`src/cpz_pkg.sv`:
```
// types and constants shared by the cone projector modules
package cpz_pkg;

   localparam int CSR_IDX_W = 4;

   typedef enum logic [CSR_IDX_W-1:0] {
      CSR_COS_A           = 4'd0,
      CSR_SIN_A           = 4'd1,
      CSR_RADIUS          = 4'd2,
      CSR_HALF_LENGTH     = 4'd3,
      CSR_RADIUS_STEP     = 4'd4,
      CSR_FIELD_OF_VIEW   = 4'd5,
      CSR_HORIZ_STRETCH   = 4'd6,
      CSR_VIEWER_DISTANCE = 4'd7
   } csr_index_type;

   typedef struct packed {
      logic signed [15:0] cos_a;
      logic signed [15:0] sin_a;
      logic [14:0]        radius;
      logic [6:0]         half_length;
      logic [14:0]        radius_step;
      logic [15:0]        field_of_view;
      logic [11:0]        horiz_stretch;
      logic [14:0]        viewer_distance;
   } cfg_type;

   localparam cfg_type CFG_RESET = '{
      cos_a:           16'sd16384,
      sin_a:           16'sd0,
      radius:          15'd2560,
      half_length:     7'd10,
      radius_step:     15'd64,
      field_of_view:   16'd12800,
      horiz_stretch:   12'd512,
      viewer_distance: 15'd5120
   };

   // one queued item, already classified by the front end
   typedef struct packed {
      logic               action;
      logic signed [15:0] point_x;
      logic signed [15:0] point_y;
      logic signed [15:0] point_z;
      logic [7:0]         slice_number;
      logic [10:0]        clear_index;
      logic               clear_ok;
      logic               bottom;
   } item_type;

   localparam logic ACTION_PLOT  = 1'b0;
   localparam logic ACTION_CLEAR = 1'b1;

   localparam longint ROT_LIMIT      = 262143;
   localparam longint ZINV_SAT_DEPTH = 256;
   localparam logic [15:0] ZINV_MAX  = 16'hFFFF;

endpackage

```
`src/cpz_front.sv`:
```
// front end: unpacks request transactions, classifies them and feeds the queue
module cpz_front
   import cpz_pkg::*;
#(
   parameter int STORE_SIZE = 1920
)
(
   input  logic        req_tvalid,
   output logic        req_tready,
   input  logic [71:0] req_tdata,
   input  logic [0:0]  req_tuser,
   input  logic [6:0]  half_length,
   input  logic        clearing,
   input  logic        q_full,
   output logic        push,
   output item_type    push_item
);

   logic signed [15:0] z;
   logic [16:0]        z_abs;
   logic [16:0]        z_rnd;
   logic [8:0]         r_mag;

   assign req_tready = !q_full && !clearing;
   assign push       = req_tvalid && req_tready;

   assign z     = req_tdata[47:32];
   assign z_abs = z[15] ? (17'd0 - {z[15], z}) : {1'b0, z};
   assign z_rnd = z_abs + 17'd128;
   assign r_mag = z_rnd[16:8];

   always_comb begin
      push_item.action       = req_tuser[0];
      push_item.point_x      = req_tdata[15:0];
      push_item.point_y      = req_tdata[31:16];
      push_item.point_z      = z;
      push_item.slice_number = req_tdata[55:48];
      push_item.clear_index  = req_tdata[66:56];
      push_item.clear_ok     = (32'(req_tdata[66:56]) < 32'(STORE_SIZE));
      // rounded z must equal minus half_length
      if (half_length == 7'd0) begin
         push_item.bottom = (r_mag == 9'd0);
      end else begin
         push_item.bottom = z[15] && (r_mag == {2'b0, half_length});
      end
   end

endmodule

```
`config.mk`:
```
export PLATFORM = sky130hd
export DESIGN_NAME = cpz_front
export DESIGN_NICKNAME = d
export VERILOG_FILES = /design/src/cpz_pkg.sv /design/src/cpz_front.sv
export SDC_FILE = /design/constraint.sdc
export NUM_CORES = 1
export LEC_CHECK = 0
export BUFFER_PORTS_ARGS = -buffer_cell sky130_fd_sc_hd__buf_2
export CAP_MARGIN = 25
export CORE_MARGIN = 3
export CORE_UTILIZATION = 35
export DETAILED_ROUTE_END_ITERATION = 7
export PLACE_DENSITY = 0.84
export SYNTH_ARGS = -nofsm -noshare
export SYNTH_HDL_FRONTEND = slang
export SYNTH_SLANG_ARGS = --single-unit
```
`constraint.sdc`:
```
create_clock -name vclk -period 3.6
set_input_delay 0.54 -clock vclk [all_inputs]
set_output_delay 0.54 -clock vclk [all_outputs]
set_load 0.02 [all_outputs]
```
==> results by group <==
Floorplan
  • Starting Density: a little under two fifths
  • DIE HEIGHT: ~66 um
  • Core Area: roughly 3400 um^2
  • Std cell rows: 21
  • Die ar.: 4380 um^2
  • Die W: between 60 and 70 um
  • I/O pin cnt: 155

Run
  • Number of max-cap violations: 0

Setup path
  • Startpoint types: primary input
  • Worst setup EP type: primary output
  • WP data required: approximately 3100 ps
  • Max Fanout on Critical Path: 4
  • Arr. time, crit path: roughly 3100 ps
  • Crit path kind: in2out

Placed design
  • Number of port buffers: between 50 and 60
  • DP Area: 1090 um^2
  • GPL Wtd Cong: between 0.9 and 1
  • Post-detail-place hpwl: ~2200 um
  • Placed Cells incl. Taps: 212
  • DP Worst Slack: -84.2 ps

Synthesis
  • Top-area cell type share of the netlist area: about two fifths
  • Top-count cell post-synth: buf_4
  • Post-Synthesis Net Count: around 270
  • Post-synth top area cell: buf_4
  • Cell area after synthesis: between 1000 and 1500 um^2
  • Synth area leaders: buf_4 (41%), xnor2_1 (6.2%), nand4_1 (3.9%)
  • Syn avg cell area: ~7 um^2
  • Synth Instances: between 150 and 200
  • YS warnings: 0
  • Commonest cells in the netlist: buf_4 (69), nor2_1 (11), xnor2_1 (9)
  • Distinct cell type count after synthesis: between 40 and 50
  • Sequential fraction of the synthesis area: 0%

Timing
  • Setup violators final: 1
  • Measured slew at the worst slew-check pin: slightly below 400 ps
  • Final hold slack: around 1100 ps
  • Setup slack after layout: -6.16 ps
  • F_max: 277 MHz
  • Setup_tns: -6.16 ps
  • Fin crit period: 3610 ps
  • Worst-case headroom to the max-slew limit: 73.3%
  • Final hold violations: 0
  • Final Max Tran Viols: 0
  • Period utilisation layout: 100%
  • Unrepaired setup endpoints after global routing: true

Layout
  • FF+latch count: 0
  • Ant diodes: 0
  • Post-Layout Cell Count: about 210
  • Layout cells sized above 1: ~44%
  • Area Growth Syn to Fin: -11.0%
  • Nets: 253
  • Final Util: between 30% and 40%
  • Register area: 0 um^2
  • Fillers: 384
  • Cell area after layout: 1130 um^2
  • # clk buffers: 0

GRT
  • First-pass GRT wire length: between 4000 and 5000 um
  • Largest net degree at the start of global routing: 14
  • Total GRT Usage: ~12%
  • Initial antenna violation count: 0
  • Vias in the first global route: ~1.0k
  • GR Overflow Total: 0

Routing
  • Final wirelength: roughly 2700 um
  • Vias post-DR: 1113
  • Starting DRT DRC Count: 28
  • WL/cell: between 10 and 15 um
  • DRT Pass-1 Iters: 4
  • Vias per Instance: between 5 and 6
  • DRC Markers: 0
  • Post-route ant nets: 0

Power and ir drop
  • VDD IR max: ~0.00004 V
  • Pleak: a little over 0.5 nW
  • Tot Pwr: between 100 and 150 uW
  • Power per Cell Area: roughly 130 nW/um^2

Outcome
  • Status: finished, violations left
  • Violated checks: setup timing

Clock network
  • Hold_buf cts: 0

Worst hold path
  • Hold Crit Class: in2out
## layout by cell type (no fill, tap or decap), drive strengths merged
cell type / Yosys / layout
or3b: 1 / 1
a22oi: 1 / 1
and4: 1 / 1
nand2b: 2 / 2
or3: 3 / 3
a21oi: 5 / 5
o21ai: 6 / 6
nor3: 5 / 5
or4b: 1 / 1
nand3: 5 / 5
a21boi: 1 / 1
a311oi: 1 / 1
a211oi: 2 / 2
xor2: 4 / 4
or2: 1 / 1
a41o: 1 / 1
inv: 4 / 4
and2b: 1 / 1
a222oi: 1 / 1
xnor2: 9 / 9
and2: 3 / 3
ha: 1 / 1
and3b: 2 / 2
nand2: 7 / 7
nor2: 11 / 11
nor4: 6 / 6
and4b: 1 / 1
mux2: 1 / 1
nand4: 8 / 8
a31o: 1 / 1
a31oi: 2 / 2
o2111ai: 1 / 1
o22ai: 1 / 1
nor3b: 1 / 1
a221oi: 1 / 1
and3: 1 / 1
buf: 72 / 61
a211o: 2 / 2
o41ai: 1 / 1
## cells by family (layout without fill, tap and decap cells)
family / Yosys count / in the layout / share of synthesized area (%)
multiplexers: 1 / 1 / 1.18
buffers and inverters: 79 / 65 / 44.6
adder cells (fa/ha/maj): 1 / 1 / 0.986
AND/OR/NAND/NOR: 60 / 60 / 29.7
XOR/XNOR: 13 / 13 / 8.97
AO/OA/AOI/OAI: 27 / 27 / 14.6
## routing by layer
| metal | share of wire [%] | track usage [%] | vias up |
|---|---|---|---|
| met5 | 0 | 0 | - |
| met1 | 38 | 13.3 | 497 |
| met2 | 49 | 22.2 | 60 |
| met4 | 2.7 | 4.82 | 0 |
| li1 | - | - | 542 |
| met3 | 10 | 2.21 | 14 |
## worst max-delay path, cell delays in order
cell and delay [ps]:
buf_2 120, nor4_4 270, and3b_2 240, nor2_2 40
xor2_1 150, ha_2 230, and2b_1 140, o2111ai_2 140
a31o_2 240, a222oi_1 350, nand4_1 160, a211oi_2 170
a41o_1 150, buf_6 120
## timing repair
item,in CTS,in global routing
setup endpoints to repair,1,1
setup buffers,1,0
pin swaps,3,3
resized for setup,6,2
endpoints found under the hold margin,0,0
## report_power, final
part | internal, mW | leakage (nW) | switching, mW | total (mW)
clock network | 0 | 0 | 0 | 0
logic | 0.0611 | 0.510 | 0.0833 | 0.144
registers | 0 | 0 | 0 | 0
## area by class of cell
class | count | area, um^2 | share of cell area, %
Inverter | 4 | 15.0 | 1.33
Multi-Input combinational cell | 102 | 721 | 63.9
Tap cell | 46 | 57.6 | 5.10
Timing Repair Buffer | 61 | 335 | 29.7
## final timing paths
path | from | depth (start not counted) | endpoint
max | req_tdata[34] | 14 | push_item[0]
min | req_tdata[51] | 0 | push_item[16]
No activity file was read; power rests on OpenSTA's default activity.
