### src/cpz_pkg.sv
// types and constants shared by the cone projector modules
package cpz_pkg;

   localparam int CSR_IDX_W = 4;

   typedef enum logic [CSR_IDX_W-1:0] {
      CSR_COS_A           = 4'd0,
      CSR_SIN_A           = 4'd1,
      CSR_RADIUS          = 4'd2,
      CSR_HALF_LENGTH     = 4'd3,
      CSR_RADIUS_STEP     = 4'd4,
      CSR_FIELD_OF_VIEW   = 4'd5,
      CSR_HORIZ_STRETCH   = 4'd6,
      CSR_VIEWER_DISTANCE = 4'd7
   } csr_index_type;

   typedef struct packed {
      logic signed [15:0] cos_a;
      logic signed [15:0] sin_a;
      logic [14:0]        radius;
      logic [6:0]         half_length;
      logic [14:0]        radius_step;
      logic [15:0]        field_of_view;
      logic [11:0]        horiz_stretch;
      logic [14:0]        viewer_distance;
   } cfg_type;

   localparam cfg_type CFG_RESET = '{
      cos_a:           16'sd16384,
      sin_a:           16'sd0,
      radius:          15'd2560,
      half_length:     7'd10,
      radius_step:     15'd64,
      field_of_view:   16'd12800,
      horiz_stretch:   12'd512,
      viewer_distance: 15'd5120
   };

   // one queued item, already classified by the front end
   typedef struct packed {
      logic               action;
      logic signed [15:0] point_x;
      logic signed [15:0] point_y;
      logic signed [15:0] point_z;
      logic [7:0]         slice_number;
      logic [10:0]        clear_index;
      logic               clear_ok;
      logic               bottom;
   } item_type;

   localparam logic ACTION_PLOT  = 1'b0;
   localparam logic ACTION_CLEAR = 1'b1;

   localparam longint ROT_LIMIT      = 262143;
   localparam longint ZINV_SAT_DEPTH = 256;
   localparam logic [15:0] ZINV_MAX  = 16'hFFFF;

endpackage

### src/cpz_queue.sv
// two-entry queue between the front end and the back end
module cpz_queue
   import cpz_pkg::*;
(
   input  logic     clock,
   input  logic     reset,
   input  logic     push,
   input  item_type push_item,
   output logic     full,
   input  logic     pop,
   output logic     valid,
   output item_type head
);

   item_type   slot_ff [2];
   logic       wr_ptr_ff;
   logic       rd_ptr_ff;
   logic [1:0] count_ff;

   assign full  = (count_ff == 2'd2);
   assign valid = (count_ff != 2'd0);
   assign head  = slot_ff[rd_ptr_ff];

   always_ff @(posedge clock) begin
      if (push) begin
         slot_ff[wr_ptr_ff] <= push_item;
      end
   end

   always_ff @(posedge clock) begin
      if (reset) begin
         wr_ptr_ff <= 1'b0;
         rd_ptr_ff <= 1'b0;
         count_ff  <= 2'd0;
      end else begin
         if (push) begin
            wr_ptr_ff <= !wr_ptr_ff;
         end
         if (pop) begin
            rd_ptr_ff <= !rd_ptr_ff;
         end
         count_ff <= count_ff + 2'(push) - 2'(pop);
      end
   end

endmodule

### config.mk
export PLATFORM = sky130hd
export DESIGN_NAME = cpz_queue
export DESIGN_NICKNAME = d
export VERILOG_FILES = /design/src/cpz_pkg.sv /design/src/cpz_queue.sv
export SDC_FILE = /design/constraint.sdc
export NUM_CORES = 1
export LEC_CHECK = 0
export ABC_AREA = 1
export BUFFER_PORTS_ARGS = -buffer_cell sky130_fd_sc_hd__buf_2
export CORE_MARGIN = 2
export CORE_UTILIZATION = 35
export DETAILED_ROUTE_END_ITERATION = 8
export PLACE_DENSITY = 0.69
export SLEW_MARGIN = 20
export SYNTH_ARGS = -nofsm -noshare
export SYNTH_HDL_FRONTEND = slang
export SYNTH_SLANG_ARGS = --single-unit
### constraint.sdc
create_clock -name clock -period 7.9 [get_ports clock]
set_clock_uncertainty 0.2 [all_clocks]
set_input_delay 1.975 -clock clock [delete_from_list [all_inputs] [get_ports clock]]
set_output_delay 1.975 -clock clock [all_outputs]
set_load 0.03 [all_outputs]
==> impl_metrics.env, run 1 <==
export IMPL_status="completed"
export IMPL_fin_crit_ns=4.615
export IMPL_worstPathRequired_ns=5.73
export IMPL_p_total_mw=2.036
export IMPL_ios=146
export IMPL_setup_violations_final=0
export IMPL_worstSetupPathType="register to output port"
export IMPL_hpwlAfterDp_um=6196
export IMPL_place_ws_ns=3.691
export IMPL_area_delta_synth_final_pct=27.27
export IMPL_period_share_pct=58.42
export IMPL_num_antenna_cells=0
export IMPL_nNetsFinal=484
export IMPL_root_buffer="clkbuf_16"
export IMPL_core_um2=15830
export IMPL_crit_path_max_fanout=43
export IMPL_drv_slew=0
export IMPL_fin_tns_setup_ns=0
export IMPL_ctsResizeCount=0
export IMPL_dp_cells=605
export IMPL_n_fill_cell=1364
export IMPL_timing_final_ws_setup_ns=3.285
export IMPL_hold_violations=0
export IMPL_post_synth_top_area_cell="edfxtp_1"
export IMPL_final_cells=637
export IMPL_wirelength_um=9707
export IMPL_start_kind="register"
export IMPL_worstPathArrival_ns=2.44
export IMPL_yosysSeqAreaShare_pct=76.44
export IMPL_first_global_vias=2794
export IMPL_cts_max_level=4
export IMPL_clockBufferDepth=2
export IMPL_reg2reg_from="wr_ptr_ff$_SDFFE_PP0P_"
export IMPL_gr_total_overflow=0
export IMPL_slew_headroom_pct=35.59
export IMPL_route_detailed_drc=0
export IMPL_antenna_found_initial=0
export IMPL_synth_cell_types=13
export IMPL_rsz0062_at_grt="false"
export IMPL_start_util_pct=35.57
export IMPL_fmax_mhz=216.7
export IMPL_syn_nets=325
export IMPL_gp_congestion=0.6520
export IMPL_dr_total_vias=2723
export IMPL_numCtsBuffers=17
export IMPL_leakage_nw=2.875
export IMPL_fin_area_um2=7166
export IMPL_post_cts_buffers=0
export IMPL_dr_pass1_iters=4
export IMPL_synth_top_area_share_pct=74.67
export IMPL_dpl_instance_area_um2=6510
export IMPL_grt_start_max_net_pins=72
export IMPL_cellPowerDensity_nw_per_um2=284.2
export IMPL_clkSinkCount=145
export IMPL_die_area_um2=17120
export IMPL_drive_gt1_share_pct=59.62
export IMPL_tritoncts="done"
export IMPL_synth_seq_cells=145
export IMPL_drt_iter0_drc=125
export IMPL_rrSetupSlack_ns=6.03
export IMPL_endpoint_kind="output port"
export IMPL_max_cap_violations=0
export IMPL_ir_drop_mv=0.1544
export IMPL_wl_per_cell_um=15.24
export IMPL_ant_nets=0
export IMPL_synth_top_cells_by_area="edfxtp_1 75%, mux2_4 19%, buf_12 2.5%"
export IMPL_io_buffers=145
export IMPL_die_height_um=130.8
export IMPL_syn_avg_cell_area_um2=22.61
export IMPL_chipWidth_um=130.8
export IMPL_grt_pass1_wl_um=14010
export IMPL_track_usage_pct=11.41
export IMPL_clk_pin_slew_ns=0.06
export IMPL_viasPerCell=4.275
export IMPL_rows=46
export IMPL_min_path_type="register to register"
export IMPL_hold_buffers=0
export IMPL_tightest_slew_ns=0.9662
export IMPL_min_from="rd_ptr_ff$_SDFFE_PP0P_"
export IMPL_yosys_warnings=0
export IMPL_netlist_area_um2=5630
export IMPL_syn_inst=249
export IMPL_insertion_delay_ns=0.41
## final cells by class
class                   instances  area (um2)  area share (%)
flip-flops and latches        145        4308           60.12
well taps                     216       270.3           3.772
clock buffers                  22       474.2           6.618
repair buffers                148       748.2           10.44
inverters                       8       31.28          0.4365
multi-input cells              88        1152           16.08
clock inverters                10       181.4           2.532
## kinds of logic after synthesis
kind of cell / share of synthesized area (%)
compound gates: 0.08880
xor+xnor: 0.1556
fa+ha+maj: 0.4444
buf+inv: 3.222
flops: 76.44
mux: 18.67
simple gates: 0.9777
## cells in the final DEF, fill, tap and decap left out, drive strengths merged
| cell | count |
|---|---|
| buf | 148 |
| edfxtp | 140 |
| mux2 | 70 |
| clkbuf | 22 |
| inv | 7 |
| nor2 | 7 |
| nand2 | 5 |
| bufinv | 5 |
| clkinv | 5 |
| dfxtp | 5 |
| ha | 2 |
| xnor2 | 1 |
| nor3 | 1 |
| a21oi | 1 |
| nand3 | 1 |
| clkinvlp | 1 |
## sequential cells by signal, summed over array words and instances (netlist names), named ones only
name       flops
count_ff       2
rd_ptr_ff      1
slot_ff      140
wr_ptr_ff      1
## final timing paths
path	cells after the start	end
worst max-delay path	3	head[44]
worst min-delay path	2	register
worst max register to register	3	slot_ff[1][69]$_DFFE_PP_
worst min register to register	2	register
## worst max-delay path, stage by stage, from the launching register on
cell and delay (ns):
dfxtp_4 0.68, buf_4 0.75, mux2_4 0.36, buf_2 0.18
## report_power, final
group	total [mW]	internal [mW]	switching (mW)
Sequential	0.910	0.891	0.0182
Combinational	0.254	0.104	0.150
Clock	0.872	0.584	0.288
Total	2.04	1.58	0.457
## per-layer routing
metal  share of wire, %  track usage (%)  vias to the layer above
li1                   -                -                     1283
met1                 39            11.58                     1342
met2                 54            20.04                       84
met3                5.9            4.438                       14
met4                2.1            6.571                        0
met5                  0                0                        -
## stage by stage
stage	utilization, %	hold slack, ns
2_1_floorplan	-	0.2799
4_1_cts	45.27	0.3468
3_5_place_dp	41.13	0.3319
6_report	45.27	0.3314
5_1_grt	45.27	0.3755
3_3_place_gp	41.13	0.2902
## Yosys cell counts, drive strengths merged
master  number
xnor2        1
mux2        70
a21oi        1
nor2         7
dfxtp        5
nor3         1
edfxtp     140
nand2        5
buf          8
ha           2
inv          8
nand3        1
No activity file was read; power rests on OpenSTA's default activity.
==> inputs of run 2 (changes only) <==
--- a/config.mk
+++ b/config.mk
@@ -10,7 +10,7 @@
 export CORE_MARGIN = 2
 export CORE_UTILIZATION = 35
 export DETAILED_ROUTE_END_ITERATION = 8
-export PLACE_DENSITY = 0.69
+export PLACE_DENSITY = 0.71
 export SLEW_MARGIN = 20
 export SYNTH_ARGS = -nofsm -noshare
 export SYNTH_HDL_FRONTEND = slang
==> constraint.sdc (replaced) <==
create_clock -name clock -period 4 [get_ports clock]
set_clock_uncertainty 0.2 [all_clocks]
set_input_delay 1 -clock clock [delete_from_list [all_inputs] [get_ports clock]]
set_output_delay 1 -clock clock [all_outputs]
set_load 0.03 [all_outputs]
==> run 2 against run 1 <==
Compared with the run above: hold slack lost 0.016 ns; largest cell class unchanged; sequential power grew 98%; clock power grew 62%; global-route usage grew 0.37 points; sequential cell count is the same; critical endpoint is now head[64].
==> impl_metrics.env, run 2 (synthesis gave the netlist of run 1 again) <==
export IMPL_status="completed"
export IMPL_timing_final_ws_setup_ns=0.7146
export IMPL_max_cap_violations=0
export IMPL_nNetsFinal=485
export IMPL_start_util_pct=35.57
export IMPL_ctsResizeCount=0
export IMPL_tightest_slew_ns=0.6870
export IMPL_route_detailed_drc=0
export IMPL_endpoint_kind="output port"
export IMPL_clkSinkCount=145
export IMPL_worstPathRequired_ns=2.80
export IMPL_drt_iter0_drc=131
export IMPL_drv_slew=0
export IMPL_largest_register="slot_ff"
export IMPL_clk_pin_slew_ns=0.06
export IMPL_first_global_vias=2817
export IMPL_ir_drop_mv=0.2471
export IMPL_wl_per_cell_um=15.23
export IMPL_num_antenna_cells=0
export IMPL_regArea_um2=4308
export IMPL_reg_top3="slot_ff x140, count_ff x2"
export IMPL_dr_pass1_iters=4
export IMPL_multi_input_area_um2=1152
export IMPL_rrSetupSlack_ns=2.11
export IMPL_rsz0062_at_grt="false"
export IMPL_leakage_nw=2.815
export IMPL_n_fill_cell=1402
export IMPL_track_usage_pct=11.79
export IMPL_gp_congestion=0.6961
export IMPL_fin_crit_ns=3.285
export IMPL_hpwlAfterDp_um=6437
export IMPL_place_ws_ns=1.119
export IMPL_mostFrequentLayoutCell="buf_2"
export IMPL_wirelength_um=9718
export IMPL_gr_total_overflow=0
export IMPL_clockBufferDepth=2
export IMPL_fin_worst_hold_slack_ns=0.3149
export IMPL_largest_reg_flops=140
export IMPL_hold_buffers=0
export IMPL_rows=46
export IMPL_core_um2=15830
export IMPL_hold_violations=0
export IMPL_insertion_delay_ns=0.41
export IMPL_fin_tns_setup_ns=0
export IMPL_dr_total_vias=2707
export IMPL_setup_violations_final=0
export IMPL_worstPathArrival_ns=2.09
export IMPL_tritoncts="done"
export IMPL_slew_headroom_pct=54.20
export IMPL_mostFrequentLayoutCells="145 x buf_2, 140 x edfxtp_1, 70 x mux2_4"
export IMPL_viasPerCell=4.243
export IMPL_min_from="rd_ptr_ff$_SDFFE_PP0P_"
export IMPL_period_share_pct=82.13
export IMPL_antenna_found_initial=0
export IMPL_grt_start_max_net_pins=42
export IMPL_drive_gt1_share_pct=60.19
export IMPL_min_path_type="register to register"
export IMPL_chipWidth_um=130.8
export IMPL_start_kind="register"
export IMPL_ios=146
export IMPL_area_delta_synth_final_pct=25.76
export IMPL_die_area_um2=17120
export IMPL_worstSetupPathType="register to output port"
export IMPL_post_cts_buffers=0
export IMPL_cts_max_level=4
export IMPL_grt_pass1_wl_um=14590
export IMPL_ant_nets=0
export IMPL_crit_path_max_fanout=41
export IMPL_numCtsBuffers=17
export IMPL_cellPowerDensity_nw_per_um2=524.5
export IMPL_die_height_um=130.8
export IMPL_io_buffers=145
export IMPL_fmax_mhz=304.4
export IMPL_root_buffer="clkbuf_16"
export IMPL_reg2reg_from="wr_ptr_ff$_SDFFE_PP0P_"
-- run 2: changes by cell type in the layout (fill, tap and decap cells not counted), moves of 2 or more --
cell	change
inv_6	+3
bufinv_16	-5
buf_12	+2
clkinv_4	+2
clkinvlp_4	+5
clkbuf_1	-2
clkbuf_8	-3
-- run 2: path summary, 6_finish.rpt --
check,cells past startpoint,end
setup / recovery,3,head[64]
hold / removal,2,rd_ptr_ff$_SDFFE_PP0P_
setup reg to reg,3,slot_ff[1][28]$_DFFE_PP_
hold reg to reg,2,rd_ptr_ff$_SDFFE_PP0P_
-- run 2: layout make-up --
class	instances	area share [%]
clock buffer	17	6.008
clock inverter	15	1.590
inverter	8	0.4418
multi-input combinational	88	16.28
sequential	145	60.84
tap	216	3.817
timing repair buffer	149	11.03
-- run 2: per-layer routing --
| metal | up-vias | GRT usage, % | share of wire (%) |
|---|---|---|---|
| met5 | - | 0 | 0 |
| met2 | 90 | 19.21 | 52 |
| met4 | 0 | 5.257 | 1.3 |
| li1 | 1293 | - | - |
| met1 | 1317 | 13.56 | 41 |
| met3 | 7 | 5.090 | 6.1 |
-- run 2: power by group --
| group | total [mW] | internal [mW] | leakage, nW | switching [mW] |
|---|---|---|---|---|
| Clock | 1.41 | 0.795 | 0.248 | 0.615 |
| Sequential | 1.80 | 1.76 | 1.36 | 0.0372 |
| Combinational | 0.508 | 0.210 | 1.21 | 0.298 |
-- run 2: critical path, cell delays in order (launching register included) --
cell and delay, ns:
dfxtp_4 0.74, buf_12 0.37, mux2_4 0.34, buf_2 0.18
-- run 2: through the flow --
stage | instances | total power [mW] | util [%] | cell area [um2]
finish | 638 | 3.713 | 44.74 | 7081
CTS | 638 | 3.768 | 44.74 | 7081
floorplan | 249 | 2.216 | - | 5633
global placement | 606 | 2.332 | 41.34 | 6543
detailed placement | 606 | 2.345 | 41.34 | 6543
global route | 638 | 3.885 | 44.74 | 7081
